## src/hdl/brb_pkg.sv

```systemverilog
// Shared types and constants of the byte ring buffer with bursts.
// Used by the front, back and top-level modules; depends on nothing.
`timescale 1ns / 1ps

package brb_pkg;

  // Default sizing, handed down from the top level
  localparam int RING_DEPTH_DEF = 256;
  localparam int READ_MAX_DEF   = 64;

  // Depths of the command queue and the result queue
  localparam int CMD_Q_DEPTH = 4;
  localparam int OUT_Q_DEPTH = 4;

  // Fixed field widths
  localparam int SIZE_W  = 9;
  localparam int BYTE_W  = 8;
  localparam int COUNT_W = 7;
  localparam int POS_W   = 8;

  // Input action codes
  typedef enum logic [1:0] {
    ACT_WRITE   = 2'd0,
    ACT_READ    = 2'd1,
    ACT_DISCARD = 2'd2,
    ACT_STATUS  = 2'd3
  } act_t;

  // Result kinds; a queued command carries the kind of the results it makes
  typedef enum logic [2:0] {
    KIND_WR_OK   = 3'd0,
    KIND_WR_REJ  = 3'd1,
    KIND_RD_BYTE = 3'd2,
    KIND_RD_REF  = 3'd3,
    KIND_STATUS  = 3'd4,
    KIND_DISCARD = 3'd5
  } kind_t;

  // Command from the front to the back, with the state after the transaction
  typedef struct packed {
    kind_t              kind;
    logic [BYTE_W-1:0]  data;
    logic [POS_W-1:0]   slot;
    logic [COUNT_W-1:0] cnt;
    logic [POS_W-1:0]   held;
    logic [POS_W-1:0]   free;
    logic [POS_W-1:0]   rd_pos;
    logic [POS_W-1:0]   wr_pos;
  } cmd_t;

  // One result item
  typedef struct packed {
    kind_t             kind;
    logic [BYTE_W-1:0] out_byte;
    logic              last;
    logic [POS_W-1:0]  held;
    logic [POS_W-1:0]  free;
    logic [POS_W-1:0]  rd_pos;
    logic [POS_W-1:0]  wr_pos;
  } res_t;

  // Back sequencer states
  typedef enum logic {
    SEQ_IDLE = 1'b0,
    SEQ_READ = 1'b1
  } seq_t;

endpackage

```

## src/hdl/brb_fifo.sv

```systemverilog
// Small register FIFO used for the command queue and the result queue.
// Depends on nothing; width and depth come from the instantiating module.
`timescale 1ns / 1ps

module brb_fifo #(
  parameter int WIDTH = 8,
  parameter int DEPTH = 4
) (
  input  logic                       clk,
  input  logic                       rst_n,
  input  logic                       push,
  input  logic [WIDTH-1:0]           din,
  output logic                       full,
  input  logic                       pop,
  output logic [WIDTH-1:0]           dout,
  output logic                       empty,
  output logic [$clog2(DEPTH+1)-1:0] count
);

  localparam int PW = (DEPTH > 1) ? $clog2(DEPTH) : 1;
  localparam int CW = $clog2(DEPTH+1);

  logic [WIDTH-1:0] store_r [DEPTH];
  logic [PW-1:0]    head_r, head_nxt;
  logic [PW-1:0]    tail_r, tail_nxt;
  logic [CW-1:0]    count_r, count_nxt;
  logic             do_push, do_pop;

  assign full    = (count_r == CW'(DEPTH));
  assign empty   = (count_r == '0);
  assign count   = count_r;
  assign dout    = store_r[head_r];
  assign do_push = push && !full;
  assign do_pop  = pop && !empty;

  // Advance pointers and count
  always_comb begin
    head_nxt  = head_r;
    tail_nxt  = tail_r;
    count_nxt = count_r;
    if (do_push) begin
      tail_nxt = (tail_r == PW'(DEPTH-1)) ? '0 : tail_r + PW'(1);
    end
    if (do_pop) begin
      head_nxt = (head_r == PW'(DEPTH-1)) ? '0 : head_r + PW'(1);
    end
    if (do_push && !do_pop) begin
      count_nxt = count_r + CW'(1);
    end else if (do_pop && !do_push) begin
      count_nxt = count_r - CW'(1);
    end
  end

  always_ff @(posedge clk) begin
    if (!rst_n) begin
      head_r  <= '0;
      tail_r  <= '0;
      count_r <= '0;
    end else begin
      head_r  <= head_nxt;
      tail_r  <= tail_nxt;
      count_r <= count_nxt;
    end
  end

  // Store entry on push
  always_ff @(posedge clk) begin
    if (do_push) begin
      store_r[tail_r] <= din;
    end
  end

endmodule

```

## src/hdl/brb_front.sv

```systemverilog
// Front end: holds the ring pointers, burst state and size register,
// classifies each accepted item into a command. Depends on brb_pkg.
`timescale 1ns / 1ps

module brb_front #(
  parameter int READ_MAX  = brb_pkg::READ_MAX_DEF,
  parameter int MEM_DEPTH = brb_pkg::RING_DEPTH_DEF
) (
  input  logic                        clk,
  input  logic                        rst_n,
  input  logic                        cfg_we,
  input  logic [brb_pkg::SIZE_W-1:0]  cfg_data,
  input  logic                        accept,
  input  logic [1:0]                  in_action,
  input  logic [7:0]                  in_data_byte,
  input  logic                        in_burst_first,
  input  logic [7:0]                  in_burst_len,
  input  logic [6:0]                  in_min_count,
  input  logic [6:0]                  in_max_count,
  output brb_pkg::cmd_t               cmd,
  output logic [brb_pkg::SIZE_W-1:0]  eff_size
);

  localparam int SW = brb_pkg::SIZE_W;
  localparam int PW = brb_pkg::POS_W;
  localparam int CW = brb_pkg::COUNT_W;

  logic [SW-1:0] size_r;
  logic [PW-1:0] rd_slot_r, rd_slot_nxt;
  logic [PW-1:0] wr_slot_r, wr_slot_nxt;
  logic [7:0]    burst_left_r, burst_left_nxt;
  logic          burst_ref_r, burst_ref_nxt;

  logic [SW-1:0] s9, held9, free9, held_a9, free_a9;
  logic [SW-1:0] len9, base9, wr_inc9, rd_sum9;
  logic          open_burst, refused, rd_refused;
  logic [CW-1:0] lim, cnt;

  assign eff_size = s9;

  always_comb begin
    // Clamp the size register to the usable range
    if (size_r < SW'(2)) begin
      s9 = SW'(2);
    end else if (size_r > SW'(MEM_DEPTH)) begin
      s9 = SW'(MEM_DEPTH);
    end else begin
      s9 = size_r;
    end

    // Fill level before the transaction
    if (wr_slot_r >= rd_slot_r) begin
      held9 = {1'b0, wr_slot_r} - {1'b0, rd_slot_r};
    end else begin
      held9 = s9 - {1'b0, rd_slot_r} + {1'b0, wr_slot_r};
    end
    free9 = s9 - SW'(1) - held9;

    // Burst opening and length
    open_burst = in_burst_first || (burst_left_r == '0);
    if (in_burst_first) begin
      len9 = (in_burst_len == '0) ? SW'(1) : {1'b0, in_burst_len};
    end else begin
      len9 = SW'(1);
    end
    refused = open_burst ? (len9 > free9) : burst_ref_r;
    base9   = open_burst ? len9 : {1'b0, burst_left_r};
    wr_inc9 = {1'b0, wr_slot_r} + SW'(1);

    // Read length and final read slot
    lim = (in_max_count > CW'(READ_MAX)) ? CW'(READ_MAX) : in_max_count;
    rd_refused = (held9 == '0) || ({2'b0, in_min_count} > held9) || (lim == '0);
    cnt = (held9 < {2'b0, lim}) ? held9[CW-1:0] : lim;
    rd_sum9 = {1'b0, rd_slot_r} + {2'b0, cnt};

    rd_slot_nxt    = rd_slot_r;
    wr_slot_nxt    = wr_slot_r;
    burst_left_nxt = burst_left_r;
    burst_ref_nxt  = burst_ref_r;
    held_a9        = held9;

    cmd.kind = brb_pkg::KIND_STATUS;
    cmd.data = in_data_byte;
    cmd.slot = wr_slot_r;
    cmd.cnt  = cnt;

    unique case (brb_pkg::act_t'(in_action))
      brb_pkg::ACT_WRITE: begin
        burst_ref_nxt  = refused;
        burst_left_nxt = 8'(base9 - SW'(1));
        if (refused) begin
          cmd.kind = brb_pkg::KIND_WR_REJ;
        end else begin
          cmd.kind    = brb_pkg::KIND_WR_OK;
          wr_slot_nxt = (wr_inc9 >= s9) ? '0 : wr_inc9[PW-1:0];
          held_a9     = held9 + SW'(1);
        end
      end
      brb_pkg::ACT_READ: begin
        if (rd_refused) begin
          cmd.kind = brb_pkg::KIND_RD_REF;
        end else begin
          cmd.kind    = brb_pkg::KIND_RD_BYTE;
          cmd.slot    = rd_slot_r;
          rd_slot_nxt = (rd_sum9 >= s9) ? PW'(rd_sum9 - s9) : rd_sum9[PW-1:0];
          held_a9     = held9 - {2'b0, cnt};
        end
      end
      brb_pkg::ACT_DISCARD: begin
        cmd.kind    = brb_pkg::KIND_DISCARD;
        rd_slot_nxt = wr_slot_r;
        held_a9     = '0;
      end
      brb_pkg::ACT_STATUS: begin
        cmd.kind = brb_pkg::KIND_STATUS;
      end
      default: begin
        cmd.kind = brb_pkg::KIND_STATUS;
      end
    endcase

    // State after the whole transaction, carried by every result
    free_a9     = s9 - SW'(1) - held_a9;
    cmd.held    = held_a9[PW-1:0];
    cmd.free    = free_a9[PW-1:0];
    cmd.rd_pos  = rd_slot_nxt;
    cmd.wr_pos  = wr_slot_nxt;
  end

  // Update ring state; a size write empties the ring
  always_ff @(posedge clk) begin
    if (!rst_n) begin
      size_r       <= SW'(256);
      rd_slot_r    <= '0;
      wr_slot_r    <= '0;
      burst_left_r <= '0;
      burst_ref_r  <= 1'b0;
    end else if (cfg_we) begin
      size_r       <= cfg_data;
      rd_slot_r    <= '0;
      wr_slot_r    <= '0;
      burst_left_r <= '0;
      burst_ref_r  <= 1'b0;
    end else if (accept) begin
      rd_slot_r    <= rd_slot_nxt;
      wr_slot_r    <= wr_slot_nxt;
      burst_left_r <= burst_left_nxt;
      burst_ref_r  <= burst_ref_nxt;
    end
  end

endmodule

```

## src/hdl/brb_back.sv

```systemverilog
// Back end: owns the byte store, executes queued commands in order and
// issues one result per cycle while the out queue has room. Uses brb_pkg.
`timescale 1ns / 1ps

module brb_back #(
  parameter int MEM_DEPTH = brb_pkg::RING_DEPTH_DEF
) (
  input  logic                                     clk,
  input  logic                                     rst_n,
  input  logic                                     cmd_valid,
  input  brb_pkg::cmd_t                            cmd,
  output logic                                     cmd_pop,
  input  logic [brb_pkg::SIZE_W-1:0]               eff_size,
  input  logic [$clog2(brb_pkg::OUT_Q_DEPTH+1)-1:0] out_count,
  output logic                                     res_valid,
  output brb_pkg::res_t                            res
);

  localparam int AW = (MEM_DEPTH > 1) ? $clog2(MEM_DEPTH) : 1;
  localparam int SW = brb_pkg::SIZE_W;
  localparam int PW = brb_pkg::POS_W;
  localparam int CW = brb_pkg::COUNT_W;

  logic [7:0]     mem [MEM_DEPTH];
  logic [7:0]     mem_q_r;

  brb_pkg::seq_t  state_r, state_nxt;
  logic [PW-1:0]  addr_r, addr_nxt, cur_addr;
  logic [CW-1:0]  left_r, left_nxt, cur_left;
  logic [SW-1:0]  addr_inc9;
  logic           room, go, is_rd, is_last;

  logic           p_valid_r;
  brb_pkg::res_t  p_r;

  // Sequence commands; a read stays at the queue head until its last byte
  always_comb begin
    room      = (int'(out_count) + int'(p_valid_r)) < brb_pkg::OUT_Q_DEPTH;
    go        = cmd_valid && room;
    is_rd     = (cmd.kind == brb_pkg::KIND_RD_BYTE);
    cur_addr  = (state_r == brb_pkg::SEQ_READ) ? addr_r : cmd.slot;
    cur_left  = (state_r == brb_pkg::SEQ_READ) ? left_r : cmd.cnt;
    is_last   = !is_rd || (cur_left == CW'(1));
    addr_inc9 = {1'b0, cur_addr} + SW'(1);
    cmd_pop   = go && is_last;

    state_nxt = state_r;
    addr_nxt  = addr_r;
    left_nxt  = left_r;
    if (go && is_rd) begin
      addr_nxt  = (addr_inc9 >= eff_size) ? '0 : addr_inc9[PW-1:0];
      left_nxt  = cur_left - CW'(1);
      state_nxt = is_last ? brb_pkg::SEQ_IDLE : brb_pkg::SEQ_READ;
    end
  end

  always_ff @(posedge clk) begin
    if (!rst_n) begin
      state_r <= brb_pkg::SEQ_IDLE;
    end else begin
      state_r <= state_nxt;
    end
  end

  always_ff @(posedge clk) begin
    addr_r <= addr_nxt;
    left_r <= left_nxt;
  end

  // Byte store: write accepted bytes, read one slot per issued read byte
  always_ff @(posedge clk) begin
    if (go && (cmd.kind == brb_pkg::KIND_WR_OK)) begin
      mem[cmd.slot[AW-1:0]] <= cmd.data;
    end
    if (go && is_rd) begin
      mem_q_r <= mem[cur_addr[AW-1:0]];
    end
  end

  // Hold issued result while the store read completes
  always_ff @(posedge clk) begin
    if (!rst_n) begin
      p_valid_r <= 1'b0;
    end else begin
      p_valid_r <= go;
    end
  end

  always_ff @(posedge clk) begin
    if (go) begin
      p_r.kind     <= cmd.kind;
      p_r.out_byte <= '0;
      p_r.last     <= is_last;
      p_r.held     <= cmd.held;
      p_r.free     <= cmd.free;
      p_r.rd_pos   <= cmd.rd_pos;
      p_r.wr_pos   <= cmd.wr_pos;
    end
  end

  // Merge store data into read results
  always_comb begin
    res_valid = p_valid_r;
    res       = p_r;
    if (p_r.kind == brb_pkg::KIND_RD_BYTE) begin
      res.out_byte = mem_q_r;
    end
  end

endmodule

```

## src/hdl/byte_ring_buffer_bursts_core.sv

```systemverilog
// Top level of the byte ring buffer with burst writes and bounded reads.
// Depends on brb_pkg, brb_fifo, brb_front and brb_back.
`timescale 1ns / 1ps

// The block accepts one input transaction per cycle while its four-entry
// command queue has room; the front end updates the ring pointers at once.
// The back end produces one result per cycle while the result queue has
// room: a write, discard, status or refused read yields one result, and a
// read of n bytes yields n results, one byte store read per cycle. The
// first result of a transaction passes the command queue and the result
// holding register before it reaches the result queue. Results wait in a
// four-entry queue, so input keeps flowing while pop is low until the
// queues fill. A size write empties the ring and is taken at any time;
// write it only while the block is idle. No clearing pass follows reset.
module byte_ring_buffer_bursts_core #(
  parameter int RING_DEPTH = brb_pkg::RING_DEPTH_DEF,
  parameter int READ_MAX   = brb_pkg::READ_MAX_DEF
) (
  input  logic       clk,
  input  logic       rst_n,
  // Configuration write channel
  input  logic       cfg_valid,
  output logic       cfg_ready,
  input  logic [8:0] cfg_data,
  // Input queue side
  input  logic       push,
  output logic       full,
  input  logic [1:0] in_action,
  input  logic [7:0] in_data_byte,
  input  logic       in_burst_first,
  input  logic [7:0] in_burst_len,
  input  logic [6:0] in_min_count,
  input  logic [6:0] in_max_count,
  // Result queue side
  output logic       empty,
  input  logic       pop,
  output logic [2:0] out_kind,
  output logic [7:0] out_out_byte,
  output logic       out_last,
  output logic [7:0] out_held_count,
  output logic [7:0] out_free_count,
  output logic [7:0] out_rd_position,
  output logic [7:0] out_wr_position
);

  localparam int MEM_DEPTH = (RING_DEPTH < 256) ? RING_DEPTH : 256;
  localparam int CMD_W     = $bits(brb_pkg::cmd_t);
  localparam int RES_W     = $bits(brb_pkg::res_t);
  localparam int OCW       = $clog2(brb_pkg::OUT_Q_DEPTH + 1);
  localparam int CCW       = $clog2(brb_pkg::CMD_Q_DEPTH + 1);

  logic                       accept;
  logic                       cmd_full, cmd_empty, cmd_pop;
  brb_pkg::cmd_t              cmd_new, cmd_head;
  logic [CMD_W-1:0]           cmd_dout;
  logic [CCW-1:0]             cmd_count;
  logic [brb_pkg::SIZE_W-1:0] eff_size;
  logic                       res_valid, res_full;
  brb_pkg::res_t              res_new, res_head;
  logic [RES_W-1:0]           res_dout;
  logic [OCW-1:0]             out_count;

  assign cfg_ready = 1'b1;
  assign full      = cmd_full;
  assign accept    = push && !cmd_full;

  // Classify accepted transactions
  brb_front #(
    .READ_MAX  (READ_MAX),
    .MEM_DEPTH (MEM_DEPTH)
  ) u_front (
    .clk            (clk),
    .rst_n          (rst_n),
    .cfg_we         (cfg_valid && cfg_ready),
    .cfg_data       (cfg_data),
    .accept         (accept),
    .in_action      (in_action),
    .in_data_byte   (in_data_byte),
    .in_burst_first (in_burst_first),
    .in_burst_len   (in_burst_len),
    .in_min_count   (in_min_count),
    .in_max_count   (in_max_count),
    .cmd            (cmd_new),
    .eff_size       (eff_size)
  );

  // Decouple front and back
  brb_fifo #(
    .WIDTH (CMD_W),
    .DEPTH (brb_pkg::CMD_Q_DEPTH)
  ) u_cmd_q (
    .clk   (clk),
    .rst_n (rst_n),
    .push  (accept),
    .din   (cmd_new),
    .full  (cmd_full),
    .pop   (cmd_pop),
    .dout  (cmd_dout),
    .empty (cmd_empty),
    .count (cmd_count)
  );

  assign cmd_head = brb_pkg::cmd_t'(cmd_dout);

  // Execute commands against the byte store
  brb_back #(
    .MEM_DEPTH (MEM_DEPTH)
  ) u_back (
    .clk       (clk),
    .rst_n     (rst_n),
    .cmd_valid (!cmd_empty && (cmd_count != '0)),
    .cmd       (cmd_head),
    .cmd_pop   (cmd_pop),
    .eff_size  (eff_size),
    .out_count (out_count),
    .res_valid (res_valid),
    .res       (res_new)
  );

  // Hold results until taken
  brb_fifo #(
    .WIDTH (RES_W),
    .DEPTH (brb_pkg::OUT_Q_DEPTH)
  ) u_out_q (
    .clk   (clk),
    .rst_n (rst_n),
    .push  (res_valid),
    .din   (res_new),
    .full  (res_full),
    .pop   (pop),
    .dout  (res_dout),
    .empty (empty),
    .count (out_count)
  );

  assign res_head        = brb_pkg::res_t'(res_dout);
  assign out_kind        = res_head.kind;
  assign out_out_byte    = res_head.out_byte;
  assign out_last        = res_head.last;
  assign out_held_count  = res_head.held;
  assign out_free_count  = res_head.free;
  assign out_rd_position = res_head.rd_pos;
  assign out_wr_position = res_head.wr_pos;

endmodule
```

## config.mk

```make
export PLATFORM = sky130hd
export DESIGN_NAME = byte_ring_buffer_bursts_core
export DESIGN_NICKNAME = d
export VERILOG_FILES = /design/src/hdl/brb_pkg.sv /design/src/hdl/brb_fifo.sv /design/src/hdl/brb_front.sv /design/src/hdl/brb_back.sv /design/src/hdl/byte_ring_buffer_bursts_core.sv
export SDC_FILE = /design/constraint.sdc
export NUM_CORES = 2
export LEC_CHECK = 0
export BUFFER_PORTS_ARGS = -buffer_cell sky130_fd_sc_hd__buf_2
export CORE_MARGIN = 5
export CORE_UTILIZATION = 40
export DETAILED_ROUTE_END_ITERATION = 7
export PLACE_DENSITY_LB_ADDON = 0.3
export SLEW_MARGIN = 20
export SYNTH_ARGS = -nofsm -noshare
export SYNTH_HDL_FRONTEND = slang
export SYNTH_SLANG_ARGS = --single-unit
```

## constraint.sdc

```tcl
create_clock -name clk -period 10.7 [get_ports clk]
set_clock_uncertainty 0.2 [all_clocks]
set_input_delay 0 -clock clk [delete_from_list [all_inputs] [get_ports clk]]
set_output_delay 0 -clock clk [all_outputs]
set_load 0.1 [all_outputs]
```

### Yosys cells after proc, flatten, opt, wreduce, memory -nomap -nowiden

Memories as Yosys holds them, arrays and structs flattened. A register that Yosys moved wholly into a read port is not among the register bits.
Index checks and enable logic that the tools add are counted.

| word-level totals | value |
|---|---|
| register bits | 101 |
| bits in latches | 0 |
| bits in writable memories | 2,456 |
| bits in read-only memories | 0 |
| input port bits | 47 |
| output and inout bits | 47 |
| word-level logic and storage cells | 156 |
| memories | 3 |

| operators by class | value |
|---|---|
| add/sub/neg operators | 23 |
| $mul | 0 |
| divide/modulo/power cells | 0 |
| order comparisons | 11 |
| equality and inequality tests | 12 |
| shifts and indexed selects | 0 |
| multiplexer cells | 45 |
| bitwise gates (word level) | 1 |
| reduce and logical (&&, ||, !) cells | 40 |

Memory list:

| name | words | bits a word | read ports | clocked after Yosys merged registers in | write ports | RTL line | source |
|---|---|---|---|---|---|---|---|
| u_back.mem | 256 | 8 | 1 | 1 | 1 | brb_back.sv:24 | `logic [7:0] mem [MEM_DEPTH];` |
| u_cmd_q.store_r | 4 | 58 | 1 | 1 | 1 | brb_fifo.sv:23 | `logic [WIDTH-1:0] store_r [DEPTH];` |
| u_out_q.store_r | 4 | 44 | 1 | 1 | 1 | brb_fifo.sv:23 |  |

Operators by type and width:

| cell | count |
|---|---|
| $mux W8 | 14 |
| $lt A32 B4 Y1 const B | 1 |
| $ge A9 B9 Y1 | 3 |
| $mux W9 | 3 |
| $pmux W8 S3 | 1 |
| $mux W7 | 3 |
| $add A8 B1 Y9 const B | 2 |
| $logic_not A8 Y1 | 2 |
| $mux W2 | 8 |
| $pmux W8 S2 | 1 |
| $sub A8 B8 Y8 | 2 |
| $logic_and A1 B1 Y1 | 14 |
| $eq A2 B2 Y1 const B | 6 |
| $mux W3 | 4 |
| $pmux W3 S4 | 1 |
| $mux W1 | 10 |
| $add A8 B7 Y9 | 1 |
| $add A9 B8 Y9 | 1 |
| $gt A7 B9 Y1 | 1 |
| $gt A8 B9 Y1 | 1 |
| $gt A9 B9 Y1 const B | 1 |
| $logic_not A1 Y1 | 9 |
| $logic_not A3 Y1 | 3 |
| $logic_not A9 Y1 | 1 |
| 28 further kinds | 39 |

### Logic depth before layout (Yosys ltp)

| logic depth | value |
|---|---|
| depth in word-level cells | 13 |
| mapped depth | 38 |
| gate-level depth less buffers | 36 |

### Modules after synthesis

Synthesis repeated with hierarchy kept, for this count alone.

| second synthesis, totals | value |
|---|---|
| cell total of the unflattened synthesis | 6,557 |
| area total of the unflattened synthesis | 104,278.8 um2 |

Modules (own cells, without submodules):

| module | instances | cells each | area an instance (um2) | seq. area each (um2) |
|---|---|---|---|---|
| brb_back | 1 | 5,003 | 81,642.1 | 63,310.7 |
| brb_fifo (u_cmd_q) | 1 | 354 | 8,867.3 | 7,146.9 |
| brb_fifo (u_out_q) | 1 | 281 | 6,887.9 | 5,465.2 |
| brb_front | 1 | 914 | 6,855.3 | 680.7 |
| byte_ring_buffer_bursts_core | 1 | 5 | 26.3 | 0.0 |

### Worst setup path before layout

Ideal clock, no wire load.

| path | value |
|---|---|
| path type | register -> register |
| start | reg u_front.size_r[2] |
| end | mem u_cmd_q.store_r[0][23] (netlist bit), data pin |
| setup time | 0.190 ns |
| arrival | 7.983 ns |
| required time | 10.310 ns |
| setup slack | 2.326 ns |
| cell stages (with the launch flop) | 35 |
| path buffers | 1 |
| clock period less this slack | 8.374 ns |
| cells stage by stage | dfxtp_1 -> or3_1 -> nor4_1 -> o21ai_0 -> fa_1 -> inv_1 -> ha_1 -> a211oi_1 -> nor2_1 -> or4_1 -> o311a_1 -> mux2_2 -> ha_1 -> and3_1 -> a211o_1 -> a211o_1 -> buf_2 -> mux2i_1 -> ha_1 -> inv_1 -> fa_1 -> a21o_1 -> a21oi_1 -> o21bai_1 -> a21oi_1 -> xnor2_1 -> nand2_1 -> mux2i_1 -> a221oi_1 -> ha_1 -> a21o_1 -> o21ai_0 -> nand2_1 -> or2_2 -> o211ai_1 |

RTL lines:

| item | RTL line | source |
|---|---|---|
| start: declaration | brb_front.sv:28 | `logic [SW-1:0] size_r;` |
| start signal: assignment | brb_front.sv:139 | `size_r <= cfg_data;` |
| end: declaration | brb_fifo.sv:23 |  |

==> qor.txt <==
run status -> finished clean
YS warnings -> 0
Worst Setup End Kind -> register
DRT iter0 DRCs -> 7568
initial core utilization -> 0.402
Hold Crit Class -> in -> reg
GRT Util Overall -> 0.213
Hold-fix buffers, CTS -> 98
Setup TNS Final -> 0 ps
maximum VDD drop -> 0.000396 V
startpoint types -> register
GRT overflow -> 0
Max clock buf depth -> 4
H-tree Lvls -> 5
fin worst setup slack -> 841 ps
Worst path max stage delay -> 750 ps
# rows -> 189
CP Max Fanout -> 9
Final nets -> 7380
Port Buf Inserts -> 92
io pins -> 94
hold path cells -> 5
number of synthesized flops with an enable pin -> 2515
Fin. Hold Viols -> 0
CTS tree -> yes
WP data arrival -> 10300 ps
Clk Tree Root Cell -> clkbuf_16
share of layout cells above drive strength 1 -> 0.129
Seq/Total Area, Yosys -> 0.718
R2R setup slack -> 840 ps
pwr dens -> 290 nW/um^2
vias per cell -> 5.85
# fillers -> 22976
R2R cell count -> 37
Max Cap Viol -> 0
prevailing post-synth register cell -> edfxtp_1
Slew HR -> 0.231
Skew-Pair Late Insertion Delay -> 870 ps
post-cts sizing count -> 0
Final HPWL DP -> 183000 um
Post-Layout Inst Area -> 120000 um^2
clk slew on worst S/H paths -> 60 ps
Switching Share -> 0.384
Slowest-stage cell, CP -> nor3_1
Comb pwr share -> 0.363
Pre-antenna DRT Iters -> 7
Cells after Synth -> 7011
Final Wtd Congestion -> 0.892
CTS buffer count -> 281
final wirelength -> 303000 um
antenna-violating nets left -> 0
Yosys cell types -> 96
final setup violation count -> 0
RSZ-0062 raised after global routing -> no
Avg Cell Area, Syn -> 15.2 um^2
fraction of registers with async set/reset -> 0
Psw -> 13.4 mW
max-slew violations -> 0
CP Class -> reg -> reg
critical path depth -> 37
dpl ws -> 938 ps
first-pass GRT wire length -> 441000 um
Max Fclk -> 101 MHz
WL per Instance -> 27.7 um
worst r2r dst -> u_cmd_q.store_r[3][23]$_DFFE_PP_
FF+latch count, synth -> 2569
worst endpoint required time -> 11140 ps
largest net degree at the start of global routing -> 198
vias -> 64079
worst path bufs/invs -> 3
final core area utilization -> 0.454
delay-heaviest family, CP -> compound AO/OA/AOI/OAI gates
post-CTS setup buffers -> 0
Critical R2R Launch -> u_front.size_r[3]$_SDFFE_PN0P_
min cycle time layout -> 9860 ps
drc violations -> 0
Hold Startpoint -> in_action[1]
most common cell after layout, fill and taps aside -> edfxtp_1
Placement Cell Area -> 111000 um^2
via count of the first global-routing pass -> 62590
die width -> 526 um
initial antenna violation count -> 11
core box area -> 265000 um^2
CTS Sinks -> 2569
leakage power figure -> 39.1 nW
Netlist Area Pre-Place -> 107000 um^2
Hold Path End -> u_front.rd_slot_r[5]$_SDFFE_PP0P_
Die Footprint -> 277000 um^2
die height -> 526 um
Area Overhead vs Synth -> 12.9%
most frequent cells in the layout -> edfxtp_1 (2515), nand2_1 (1190), nand3_1 (444), nor2_1 (355), clkbuf_16 (287)
Flop pwr share -> 0.369
Internal -> 21.5 mW
Clk pwr share -> 0.268
Tcrit/Tclk final -> 0.921
measured slew at the worst slew-check pin -> 1150 ps
Synth Net Count -> 7193
## synth_stat cells, drive strengths merged (93+ instances only)
master  instances  share of area
clkbuf        146         0.0051
nand2        1192          0.042
ha            119          0.014
o21ai         115         0.0054
mux4          258          0.054
nand3         444          0.021
mux2i         240          0.023
inv            93         0.0034
a32oi         118         0.0097
buf           266          0.017
edfxtp       2515           0.71
nor2          359          0.013
a21oi         167         0.0078
## routing by layer
| metal | part of all wire | track usage |
|---|---|---|
| met1 | 0.41 | 0.300 |
| met2 | 0.46 | 0.330 |
| met3 | 0.090 | 0.0426 |
| met4 | 0.039 | 0.0798 |
| met5 | 0.000079 | 0 |
## flip-flops by register name, summed over array words and instances (netlist names), 9 cells and up, named ones only
signal	count
u_back.mem	2048
u_cmd_q.store_r	232
u_out_q.store_r	176
u_back.res	36
u_front.size_r	9
## power groups by stage
stage               registers (mW)  logic [mW]  clock network, mW
detailed placement            13.1        12.5                  0
global placement              13.1        12.4                  0
floorplan                     13.1        7.94                  0
CTS                           12.9        12.6               9.50
global route                  12.9        13.3               9.94
finish                        12.9        12.7               9.36
## metrics by stage
stage / hold slack [ps] / cells / total power [mW]
floorplan: -101 / 7011 / 21.0
global placement: 19.3 / 10348 / 25.5
detailed placement: 19.3 / 10348 / 25.6
CTS: 12.2 / 10938 / 35.0
global route: 89.7 / 10942 / 36.1
finish: 80.6 / 10951 / 34.9
## kinds of logic (layout without fill, tap and decap cells)
kind of cell	Yosys count	after routing	synth area share
flops	2569	2569	0.718
simple gates	2321	2321	0.0943
compound gates	900	900	0.0616
mux	520	520	0.0794
buf+inv	507	903	0.0252
fa+ha+maj	135	135	0.0170
xor+xnor	58	58	0.00476
other cells	1	12	0.0000351
## final cells by class
type,count,area [um^2],area share
sequential,2569,76600,0.636
multi-input combinational,3935,27600,0.229
clock buffer,349,7430,0.0617
tap,3533,4420,0.0367
timing repair buffer,316,2610,0.0217
clock inverter,143,1320,0.0109
inverter,95,390,0.00324
antenna,11,27.5,0.000229
## worst min-delay path: cells and delay by family
| family | cells | cell delay [ps] |
|---|---|---|
| simple gates | 1 | 200 |
| buf+inv | 1 | 120 |
| fa+ha+maj | 1 | 430 |
| compound gates | 2 | 300 |
## how the worst max path moves through the flow
stage,from,endpoint,slack (ps)
6_report,u_front.size_r[3]$_SDFFE_PN0P_,u_cmd_q.store_r[3][23]$_DFFE_PP_,840
5_1_grt,u_front.size_r[2]$_SDFFE_PN0P_,u_cmd_q.store_r[2][23]$_DFFE_PP_,160
4_1_cts,u_front.size_r[2]$_SDFFE_PN0P_,u_cmd_q.store_r[2][15]$_DFFE_PP_,900
3_5_place_dp,u_front.size_r[2]$_SDFFE_PN0P_,u_cmd_q.store_r[3][15]$_DFFE_PP_,940
3_3_place_gp,u_front.size_r[2]$_SDFFE_PN0P_,u_cmd_q.store_r[2][15]$_DFFE_PP_,1000
2_1_floorplan,u_front.size_r[2]$_SDFFE_PN0P_,u_cmd_q.store_r[0][23]$_DFFE_PP_,2330
(Power assumes the default switching activity.)
